File: src/rtl/pqnp_pkg.sv
`timescale 1ns / 1ps

package pqnp_pkg;

  // palette geometry
  localparam int unsigned IdxW        = 4;
  localparam int unsigned NumSlots    = 2 ** IdxW;
  localparam int unsigned PaletteSize = 16;  // searched entries, 2 to NumSlots
  localparam int unsigned ColorW      = 8;

  // squared distance on 3/3/2-bit components: at most 49 + 49 + 9
  localparam int unsigned DistW = 7;

  // alpha below this is transparent
  localparam logic [ColorW-1:0] AlphaThreshold = 8'd128;

  // configuration port
  localparam int unsigned CfgIdxW  = 2;
  localparam int unsigned CfgDataW = 64;

  typedef enum logic [CfgIdxW-1:0] {
    CFG_PALETTE_LOW  = 2'd0,
    CFG_PALETTE_HIGH = 2'd1,
    CFG_TRANSPARENT  = 2'd2
  } cfg_reg_e;

  // RGB332 palette, entry k in slot k
  typedef logic [NumSlots-1:0][ColorW-1:0] palette_t;

  // quantized pixel handed from the front stage to the packer
  typedef struct packed {
    logic            valid;
    logic            row_end;
    logic [IdxW-1:0] index;
  } pqnp_item_t;

endpackage

File: src/rtl/pqnp_quantize.sv
`timescale 1ns / 1ps

module pqnp_quantize import pqnp_pkg::*; (
  input  logic [ColorW-1:0] red_i,
  input  logic [ColorW-1:0] green_i,
  input  logic [ColorW-1:0] blue_i,
  input  logic [ColorW-1:0] alpha_i,
  input  palette_t          palette_i,
  input  logic [IdxW-1:0]   transparent_i,
  output logic [IdxW-1:0]   index_o
);

  function automatic logic [2:0] abs_diff3(input logic [2:0] a, input logic [2:0] b);
    abs_diff3 = (a >= b) ? (a - b) : (b - a);
  endfunction

  function automatic logic [5:0] square3(input logic [2:0] a);
    square3 = 6'(a * a);
  endfunction

  logic [DistW-1:0] lvl_dist [0:IdxW][NumSlots];
  logic [IdxW-1:0]  lvl_idx  [0:IdxW][NumSlots];
  logic             lvl_ok   [0:IdxW][NumSlots];

  always_comb begin
    logic [2:0] pr;
    logic [2:0] pg;
    logic [1:0] pb;
    logic [2:0] dr;
    logic [2:0] dg;
    logic [1:0] db;
    logic       take_b;

    pr = red_i[7:5];
    pg = green_i[7:5];
    pb = blue_i[7:6];

    for (int l = 0; l <= IdxW; l++) begin
      for (int n = 0; n < NumSlots; n++) begin
        lvl_dist[l][n] = '0;
        lvl_idx[l][n]  = '0;
        lvl_ok[l][n]   = 1'b0;
      end
    end

    // leaf distances, one per palette slot
    for (int k = 0; k < NumSlots; k++) begin
      dr = abs_diff3(pr, palette_i[k][7:5]);
      dg = abs_diff3(pg, palette_i[k][4:2]);
      db = (pb >= palette_i[k][1:0]) ? (pb - palette_i[k][1:0])
                                     : (palette_i[k][1:0] - pb);
      lvl_dist[0][k] = DistW'(square3(dr)) + DistW'(square3(dg))
                     + DistW'(db * db);
      lvl_idx[0][k]  = IdxW'(k);
      lvl_ok[0][k]   = (k < PaletteSize) && (IdxW'(k) != transparent_i);
    end

    // minimum tree, lower index kept on a tie
    for (int l = 0; l < IdxW; l++) begin
      for (int n = 0; n < (NumSlots >> (l + 1)); n++) begin
        take_b = lvl_ok[l][2*n+1] &&
                 (!lvl_ok[l][2*n] || (lvl_dist[l][2*n+1] < lvl_dist[l][2*n]));
        lvl_ok[l+1][n]   = lvl_ok[l][2*n] || lvl_ok[l][2*n+1];
        lvl_dist[l+1][n] = take_b ? lvl_dist[l][2*n+1] : lvl_dist[l][2*n];
        lvl_idx[l+1][n]  = take_b ? lvl_idx[l][2*n+1]  : lvl_idx[l][2*n];
      end
    end

    // an exact match has distance zero, so the nearest search covers it
    if (alpha_i < AlphaThreshold) begin
      index_o = transparent_i;
    end else if (lvl_ok[IdxW][0]) begin
      index_o = lvl_idx[IdxW][0];
    end else begin
      index_o = '0;
    end
  end

endmodule

File: src/rtl/pqnp_pack.sv
`timescale 1ns / 1ps

module pqnp_pack import pqnp_pkg::*; (
  input  logic        clk_i,
  input  logic        rst_ni,
  input  pqnp_item_t  item_i,
  output logic        item_ready_o,
  output logic        out_valid_o,
  input  logic        out_ready_i,
  output logic [7:0]  packed_byte_o,
  output logic        row_done_o
);

  logic            odd_q, odd_d;
  logic [IdxW-1:0] pending_q, pending_d;
  logic            out_valid_q, out_valid_d;
  logic [7:0]      byte_q, byte_d;
  logic            row_done_q, row_done_d;
  logic            advance;

  assign item_ready_o = !out_valid_q || out_ready_i;
  assign advance      = item_i.valid && item_ready_o;

  always_comb begin
    odd_d       = odd_q;
    pending_d   = pending_q;
    out_valid_d = out_valid_q;
    byte_d      = byte_q;
    row_done_d  = row_done_q;
    if (out_ready_i) begin
      out_valid_d = 1'b0;
    end
    if (advance) begin
      if (!odd_q) begin
        // even pixel waits for its pair, dropped at a row end
        odd_d     = !item_i.row_end;
        pending_d = item_i.row_end ? '0 : item_i.index;
      end else begin
        out_valid_d = 1'b1;
        byte_d      = {item_i.index, pending_q};
        row_done_d  = item_i.row_end;
        odd_d       = 1'b0;
        pending_d   = '0;
      end
    end
  end

  always_ff @(posedge clk_i or negedge rst_ni) begin
    if (!rst_ni) begin
      odd_q       <= 1'b0;
      pending_q   <= '0;
      out_valid_q <= 1'b0;
    end else begin
      odd_q       <= odd_d;
      pending_q   <= pending_d;
      out_valid_q <= out_valid_d;
    end
  end

  always_ff @(posedge clk_i) begin
    byte_q     <= byte_d;
    row_done_q <= row_done_d;
  end

  assign out_valid_o   = out_valid_q;
  assign packed_byte_o = byte_q;
  assign row_done_o    = row_done_q;

endmodule

File: src/rtl/palette_quantize_nibble_pack.sv
`timescale 1ns / 1ps

// 4-bit palette quantizer with nibble packing.
// input channel (in_valid_i / in_ready_o): one RGBA8888 pixel per item plus
// row_end_i marking the last pixel of a row. output channel (out_valid_o /
// out_ready_i): one packed byte per pixel pair, even pixel index in the low
// nibble, odd pixel index in the high nibble, row_done_o set when the odd
// pixel closed its row. an even pixel that ends a row is dropped.
// pixels with alpha below 128 take the transparent index; others are cut
// to RGB332 and matched to the nearest palette entry, lowest index on ties,
// the transparent slot never matched.
// an accepted pixel is quantized combinationally from the input register,
// and its byte (if it is an odd pixel) is registered in the result register.
// throughput: one pixel every cycle while the receiver takes bytes, through
// the single input register, the 16-way distance tree and the result register.
// a stalled receiver holds the byte in the result register; the input
// register takes one more pixel only if it is empty, then in_ready_o drops.
// reset clears the palette, transparent index, packing state and valids.
// config writes are taken any cycle but must only happen while idle.

module palette_quantize_nibble_pack import pqnp_pkg::*; (
  input  logic                clk_i,
  input  logic                rst_ni,
  // pixel input
  input  logic                in_valid_i,
  output logic                in_ready_o,
  input  logic [ColorW-1:0]   red_i,
  input  logic [ColorW-1:0]   green_i,
  input  logic [ColorW-1:0]   blue_i,
  input  logic [ColorW-1:0]   alpha_i,
  input  logic                row_end_i,
  // packed byte output
  output logic                out_valid_o,
  input  logic                out_ready_i,
  output logic [7:0]          packed_byte_o,
  output logic                row_done_o,
  // configuration writes
  input  logic                cfg_we_i,
  input  logic [CfgIdxW-1:0]  cfg_index_i,
  input  logic [CfgDataW-1:0] cfg_data_i
);

  // configuration registers
  logic [CfgDataW-1:0] pal_low_q, pal_high_q;
  logic [IdxW-1:0]     transparent_q;

  // input register
  logic              s1_valid_q, s1_valid_d;
  logic [ColorW-1:0] s1_red_q, s1_green_q, s1_blue_q, s1_alpha_q;
  logic              s1_row_end_q;

  logic       in_load;
  logic       item_ready;
  palette_t   palette;
  pqnp_item_t item;

  always_ff @(posedge clk_i or negedge rst_ni) begin
    if (!rst_ni) begin
      pal_low_q     <= '0;
      pal_high_q    <= '0;
      transparent_q <= '0;
    end else if (cfg_we_i) begin
      unique case (cfg_index_i)
        CFG_PALETTE_LOW:  pal_low_q     <= cfg_data_i;
        CFG_PALETTE_HIGH: pal_high_q    <= cfg_data_i;
        CFG_TRANSPARENT:  transparent_q <= cfg_data_i[IdxW-1:0];
        default: ;  // unknown register, write ignored
      endcase
    end
  end

  // the input register frees up whenever its pixel moves on to the packer
  assign in_ready_o = !s1_valid_q || item_ready;
  assign in_load    = in_valid_i && in_ready_o;

  always_comb begin
    s1_valid_d = s1_valid_q;
    if (in_load) begin
      s1_valid_d = 1'b1;
    end else if (item_ready) begin
      s1_valid_d = 1'b0;
    end
  end

  always_ff @(posedge clk_i or negedge rst_ni) begin
    if (!rst_ni) begin
      s1_valid_q <= 1'b0;
    end else begin
      s1_valid_q <= s1_valid_d;
    end
  end

  always_ff @(posedge clk_i) begin
    if (in_load) begin
      s1_red_q     <= red_i;
      s1_green_q   <= green_i;
      s1_blue_q    <= blue_i;
      s1_alpha_q   <= alpha_i;
      s1_row_end_q <= row_end_i;
    end
  end

  assign palette = {pal_high_q, pal_low_q};

  assign item.valid   = s1_valid_q;
  assign item.row_end = s1_row_end_q;

  pqnp_quantize u_quantize (
    .red_i         (s1_red_q),
    .green_i       (s1_green_q),
    .blue_i        (s1_blue_q),
    .alpha_i       (s1_alpha_q),
    .palette_i     (palette),
    .transparent_i (transparent_q),
    .index_o       (item.index)
  );

  pqnp_pack u_pack (
    .clk_i         (clk_i),
    .rst_ni        (rst_ni),
    .item_i        (item),
    .item_ready_o  (item_ready),
    .out_valid_o   (out_valid_o),
    .out_ready_i   (out_ready_i),
    .packed_byte_o (packed_byte_o),
    .row_done_o    (row_done_o)
  );

endmodule

File: config.mk
export PLATFORM = sky130hd
export DESIGN_NAME = palette_quantize_nibble_pack
export DESIGN_NICKNAME = d
export VERILOG_FILES = /design/src/rtl/pqnp_pkg.sv /design/src/rtl/pqnp_quantize.sv /design/src/rtl/pqnp_pack.sv /design/src/rtl/palette_quantize_nibble_pack.sv
export SDC_FILE = /design/constraint.sdc
export NUM_CORES = 1
export LEC_CHECK = 0
export BUFFER_PORTS_ARGS = -buffer_cell sky130_fd_sc_hd__buf_2
export CORE_MARGIN = 4
export CORE_UTILIZATION = 60
export DETAILED_ROUTE_END_ITERATION = 8
export PLACE_DENSITY = 0.9
export RECOVER_POWER = 50
export SLEW_MARGIN = 10
export SYNTH_ARGS = -nofsm -noshare
export SYNTH_HDL_FRONTEND = slang
export SYNTH_SLANG_ARGS = --single-unit
File: constraint.sdc
create_clock -name clk_i -period 17.25 [get_ports clk_i]
set_clock_uncertainty 0.1 [all_clocks]
set_input_delay 0.8625 -clock clk_i [delete_from_list [all_inputs] [get_ports clk_i]]
set_output_delay 0.8625 -clock clk_i [all_outputs]
set_load 0.005 [all_outputs]
==> metrics, run 1 <==
final wirelength 62500 µm; Mapped Area 23700 µm²; final hold violations 0; Worst EP arrival 14.41 ns; first-pass GRT wire length 100000 µm; Root Buffer clkbuf_16; syn nets ~3400; vias in the first global route 20300; cells on worst reg2reg path 52; largest fanout on the critical path 20; failing checks capacitance limit, slew limit; Post-DRT Antenna Nets 0; Max Slew Vio Count 190; GRT overflow 0; Initial Util 0.611; register area share after synthesis 0.171; # setup viols final 0; startpoint types register; RSZ-0062 raised after global routing false; Synth cell types 73; clock slew at reported path FFs 0.07 ns; syn_area_per_cell 9.09 µm²; Post-CTS Resized 0; Post-CTS Setup Inserts 0; io pins 115; Slew @ Worst Pin 4.29 ns; post-DP HPWL 49100 µm; First-pass DRT Iterations 7; Critical Path RT ~18 ns; Post-synth ARST share 0.880; Area Overhead vs Synth 6.82%; largest net degree at the start of global routing 80; Max-slew headroom -1.86; CTS tree done; Yosys top cell by area ha_1; post-DR wirelength/cell between 15 and 20 µm; Setup CP Type register to register; Post-synth EDFFs 19; top_reg_cell synth dfrtp_1; Clock Tree Buf Depth 2; DRT iter0 DRCs between 1500 and 2000; DR vias 19100; fmax around 71 MHz; Core Box Area around 39000 µm²; H-tree levels 4; CP max stage delay 0.96 ns; run status finished with violations; most used cell, CP ha_1; crit share post-route 0.821; Post-Synthesis Cells 2607; crit path time final around 14 ns; hold buffer count at CTS 0; vias per cell 5.90; layout cells sized above 1 0.0862; initial antenna violation count 1; CP max-delay cell edfxtp_1; WHS Path Cells 0; Hold Path Class register to register; MaxCap Viol Count 3; clk sink count 158; area share of the largest cell type after synthesis 0.270; Yosys warnings 0; CTS buffer count 17; synth top area cells ha_1, fa_1, dfrtp_1; flop2flop setup slack around 3.1 ns; RePlAce Congestion a little over 0.9; flops & latches, synth between 150 and 200; Fin Setup TNS 0 ns; CP Capture Type register; area of the die 42800 µm²; Nets 3494; I/O Buffers 91; Die H 207 µm; total track usage 0.296; DIE WIDTH between 200 and 250 µm; Clock Latency Late Sink 0.47 ns; Site Rows 72; DRC 0
==> per-layer routing <==
layer	vias to the layer above	wire length (µm)	GRT usage
li1	8737	-	-
met1	9230	23800	0.354
met2	835	30000	0.503
met3	276	4810	0.0548
met4	0	3870	0.171
met5	-	0	0
==> Yosys cell counts (5+ instances only) <==
cell type and n:
buf_2 5, nor2b_1 23, mux2_2 79, xor2_1 42, and2_1 5, nor3_1 18, dfrtp_1 139, xnor2_1 41
a21o_1 46, o21a_1 8, nand4_1 7, a21oi_2 5, nand2_1 151, nand3b_1 5, fa_1 176, o21ai_0 147
a21oi_1 140, nand2b_1 50, nor2_1 172, a31oi_1 8, edfxtp_1 19, o21bai_1 16, nor3b_1 9, clkbuf_1 27
mux2i_1 94, a221o_1 8, o211ai_1 9, ha_1 512, inv_1 550, nand3_1 9, a211oi_1 6, a211o_1 5
==> worst max-delay path, delay by kind of cell, from the launching register on <==
kind | cells | cell delay, ns
muxes | 1 | 0.26
adders and majority gates | 11 | 3.84
and+or+nand+nor | 11 | 1.86
xor gates and xnor gates | 2 | 0.42
AOI/OAI and AO/OA | 22 | 5.74
DFF | 1 | 0.96
buffers and inverters | 5 | 0.85
==> layout by cell type, fill, tap and decap left out, drive strengths merged, types with 9 or more instances in the layout <==
cell / n
fa: 176
nand2: 151
edfxtp: 19
dfrtp: 139
xnor2: 41
o21bai: 16
mux2: 81
nand2b: 50
o21ai: 151
nor3: 18
inv: 556
buf: 96
mux2i: 95
a21oi: 145
a21o: 46
xor2: 42
nor2b: 23
nand3: 9
nor2: 175
clkbuf: 32
nor3b: 10
o211ai: 9
ha: 512
==> state kept, by name, summed over array words and instances (netlist names) <==
signal,cells
u_pack.out_valid_o,1
s1_green_q,3
u_pack.odd_q,1
u_pack.pending_q,4
s1_row_end_q,1
s1_blue_q,2
pal_low_q,64
s1_valid_q,1
s1_alpha_q,1
s1_red_q,3
pal_high_q,64
transparent_q,4
u_pack.row_done_o,1
u_pack.packed_byte_o,8
==> cell type report <==
cell class              count  area (µm²)
multi-input cells        1865       17500
fillers                  2765       13500
flip-flops and latches    158        4050
inverters                 550        2060
well taps                 518         648
repair buffers            110         576
clock buffers              18         429
clock inverters            13         108
diodes                      1        2.50
==> final timing paths <==
| check | startpoint | end |
|---|---|---|
| min in group asynchronous | rst_ni | pal_low_q[41]$_DFFE_PN0P_ |
| hold reg to reg | u_pack.pending_q[2]$_DFFE_PN0P_ | u_pack.packed_byte_o[2]$_DFFE_PP_ |
| setup reg to reg | s1_red_q[6]$_DFFE_PP_ | u_pack.pending_q[1]$_DFFE_PN0P_ |
| max in group asynchronous | rst_ni | pal_low_q[8]$_DFFE_PN0P_ |
| hold / removal | u_pack.pending_q[2]$_DFFE_PN0P_ | u_pack.packed_byte_o[2]$_DFFE_PP_ |
| setup / recovery | s1_red_q[6]$_DFFE_PP_ | u_pack.pending_q[1]$_DFFE_PN0P_ |
==> per-stage QoR <==
stage	area [µm²]	cells	hold slack [ns]	worst slack (ns)	util
floorplan	23700	2607	0.325	4.57	-
global placement	24800	3201	0.336	3.88	0.639
detailed placement	24800	3201	0.341	3.57	0.639
CTS	25400	3232	0.343	3.37	0.653
global route	25300	3233	0.374	2.26	0.652
finish	25300	3233	0.357	3.09	0.652
==> logic make-up after synthesis <==
kind of cell	share of synthesized area
AO/OA/AOI/OAI	0.116
XOR/XNOR	0.0307
adder cells (fa/ha/maj)	0.421
buffers and inverters	0.0932
flip-flops	0.171
multiplexers	0.0791
AND/OR/NAND/NOR	0.0899
Power of run 1 is not shown: default switching activity piles up to over one toggle a cycle in this logic, so the estimate is an artifact.
==> run 2, diff against run 1 <==
--- a/config.mk
+++ b/config.mk
@@ -5,6 +5,7 @@
 export SDC_FILE = /design/constraint.sdc
 export NUM_CORES = 1
 export LEC_CHECK = 0
+export ABC_AREA = 1
 export BUFFER_PORTS_ARGS = -buffer_cell sky130_fd_sc_hd__buf_2
 export CORE_MARGIN = 4
 export CORE_UTILIZATION = 60
==> constraint.sdc (replaced) <==
create_clock -name clk_i -period 14.15 [get_ports clk_i]
set_clock_uncertainty 0.1 [all_clocks]
set_input_delay 0.7075 -clock clk_i [delete_from_list [all_inputs] [get_ports clk_i]]
set_output_delay 0.7075 -clock clk_i [all_outputs]
set_load 0.005 [all_outputs]
==> metrics, run 2 <==
Setup CP Type register to register; Post-CTS Resized 0 (unchanged); most frequent cells in the layout inv_1, ha_1, nand2_1, o21ai_0, nand3_1; initial antenna violation count 0 (-1); post-DR wirelength/cell 16.3 µm (-16%); vias per cell 5.55 (-5.9%); hold buffer count at CTS 0 (unchanged); GRT overflow 0 (unchanged); RePlAce Congestion 0.927 (-0.79%); n_diodes 0 (-1); register area share after synthesis 0.170 (-0.000584); commonest cells in the netlist inv_1, ha_1, nand2_1, o21ai_0, nand3_1; Critical Path RT 14.28 ns (-3.22 ns); hold worst-path end s1_blue_q[7]$_DFFE_PP_; DR vias 20100 (+5.3%); fraction of the mapped netlist area in simple logic gates 0.145 (+0.0554); Hold Path Origin blue_i[7]; Area Overhead vs Synth 6.87% (about the same); largest family of logic cells by synthesized area adder cells; largest net degree at the start of global routing 74 (-7.5%); R2R Path End u_pack.packed_byte_o[6]$_DFFE_PP_; Clock Latency Late Sink 0.47 ns (about the same); Post-Synth XOR/XNOR Area 0.0331 (+0.00247); CTS buffer count 17 (unchanged); area share of the largest cell type after synthesis 0.269 (-0.000924); Place WS 2.94 ns (-0.631 ns); I/O Buffers 91 (unchanged); CTS tree done; MaxCap Viol Count 3 (unchanged); # setup viols final 0 (unchanged); WHS Path Cells 1 (+1); Worst EP arrival 11.57 ns (-2.84 ns); Crit. path cell count 46 (-12%); fmax 87.4 MHz (+24%); Post-CTS Setup Inserts 0 (unchanged); Slew @ Worst Pin 4.15 ns (-0.138 ns); io pins 115 (unchanged); multiplexer share of the synthesized area 0.0139 (-0.0652); Adder-Cell Fraction of Synth Area 0.417 (-0.00328); DIE WIDTH 207 µm (+0.16%); syn nets 3794 (+12%); Nets 3879 (+11%); Core Box Area 38900 µm² (+0.23%); Post-synth ARST share 0.880 (unchanged); vias in the first global route 20400 (+0.41%); H-tree levels 4 (unchanged); Site Rows 72 (unchanged); first-pass GRT wire length 98200 µm (-1.7%); DRC 0 (unchanged); Post-Synthesis Cells 3002 (+15%); Synth Area in Compound Gates 0.0991 (-0.0166); CP Capture Type register; Finished Layout Cells 3618 (+12%); Yosys warnings 0 (unchanged); cells on worst reg2reg path 46 (-12%); Yosys top cell by area ha_1; top_reg_cell synth dfrtp_1; Hold Path Class input port to register; Max-slew headroom -1.77 (+0.0923); Bufs and invs on worst path 6 (+1); DRT iter0 DRCs 1683 (+4.2%); run status finished with violations; Max Slew Vio Count 194 (+2.1%); Mapped Area 23800 µm² (+0.34%); failing checks capacitance limit, slew limit; Initial Util 0.611 (+0.000676); largest fanout on the critical path 17 (-15%); startpoint types register; Fillers 2912 (+5.3%); cell with the most instances after synthesis inv_1; clock slew at reported path FFs 0.08 ns (about the same); layout cells sized above 1 0.0513 (-0.0349); First-pass DRT Iterations 5 (-2); CP max-delay cell inv_1; syn_area_per_cell 7.92 µm² (-13%); clk sink count 158 (unchanged); post-DP HPWL 45100 µm (-8.2%); commonest non-fill, non-tap cell in the layout inv_1; area of the die 42900 µm² (+0.33%); synth top area cells ha_1, fa_1, dfrtp_1; Synth cell types 37 (-49%); flops & latches, synth 158 (unchanged); launching point of the worst reg2reg path s1_red_q[5]$_DFFE_PP_; crit path time final 11.44 ns (-2.72 ns); delay-heaviest family, CP adder cells; area of the multi-input gates 16900 µm² (-3.4%); total track usage 0.277 (-0.0196); Die H 207 µm (+0.16%); Root Buffer clkbuf_16; final worst slack 2.71 ns (-0.379 ns); crit share post-route 0.808 (-0.0125); Post-DRT Antenna Nets 0 (unchanged); Fin Setup TNS 0 ns (unchanged); final wirelength 59000 µm (-5.6%); Clock Tree Buf Depth 2 (unchanged); most used cell, CP ha_1; Post-synth EDFFs 19 (unchanged); register area 4050 µm² (unchanged); RSZ-0062 raised after global routing false; CP max stage delay 0.88 ns (-0.08 ns); placed cell count 3586 (+12%); flop2flop setup slack 2.71 ns (-0.38 ns); final hold violations 0 (unchanged)
==> run 2: cell count changes after synthesis, sizes merged, moves of 71 or more <==
cell	before	now
o21ai	151	245
inv	550	726
mux2	81	8
nand2	151	524
nand3	9	184
mux2i	95	24
==> run 2: how the worst max path moves through the flow <==
stage	slack [ns]	start	endpoint
global placement	3.14	s1_red_q[6]$_DFFE_PP_	u_pack.packed_byte_o[6]$_DFFE_PP_
floorplan	3.59	s1_red_q[6]$_DFFE_PP_	u_pack.packed_byte_o[6]$_DFFE_PP_
CTS	2.86	s1_red_q[6]$_DFFE_PP_	u_pack.packed_byte_o[6]$_DFFE_PP_
global route	1.83	s1_red_q[6]$_DFFE_PP_	u_pack.packed_byte_o[6]$_DFFE_PP_
detailed placement	2.94	s1_red_q[6]$_DFFE_PP_	u_pack.packed_byte_o[6]$_DFFE_PP_
finish	2.71	s1_red_q[5]$_DFFE_PP_	u_pack.packed_byte_o[6]$_DFFE_PP_
==> run 2: logic make-up (layout without fill, tap and decap cells) <==
family,Yosys count,count (layout)
mux,32,32
simple gates,831,831
flops,158,158
xor+xnor,90,90
fa+ha+maj,688,688
buf+inv,765,863
compound gates,438,438
==> run 2: area by class of cell <==
type	count	share of cell area
clock buffer	17	0.0167
clock inverter	15	0.00655
inverter	727	0.107
multi-input combinational	2079	0.663
sequential	158	0.159
tap	518	0.0255
timing repair buffer	104	0.0214
==> run 2: through the flow <==
| step | cell area, µm² | hold slack, ns | utilization |
|---|---|---|---|
| after floorplan | 23800 | 0.312 | - |
| after global placement | 24900 | 0.341 | 0.639 |
| after detailed placement | 24900 | 0.336 | 0.639 |
| after CTS | 25500 | 0.159 | 0.654 |
| after global routing | 25400 | 0.309 | 0.653 |
| final | 25400 | 0.316 | 0.653 |
==> run 2: worst register-to-register path, delay by kind of cell, from the launching register on <==
kind | cells | cell delay, ns
AOI/OAI and AO/OA | 9 | 2.40
xor gates and xnor gates | 2 | 0.38
adders and majority gates | 11 | 3.86
buffers and inverters | 6 | 1.49
DFF | 1 | 0.37
muxes | 1 | 0.18
and+or+nand+nor | 17 | 2.41
==> run 2: layer usage <==
layer	routed length (µm)	vias to the layer above	track usage
li1	-	9603	-
met1	23200	9455	0.339
met2	28200	792	0.468
met3	3840	235	0.0395
met4	3770	0	0.161
met5	0	-	0
Power of run 2 is left out for the same reason.
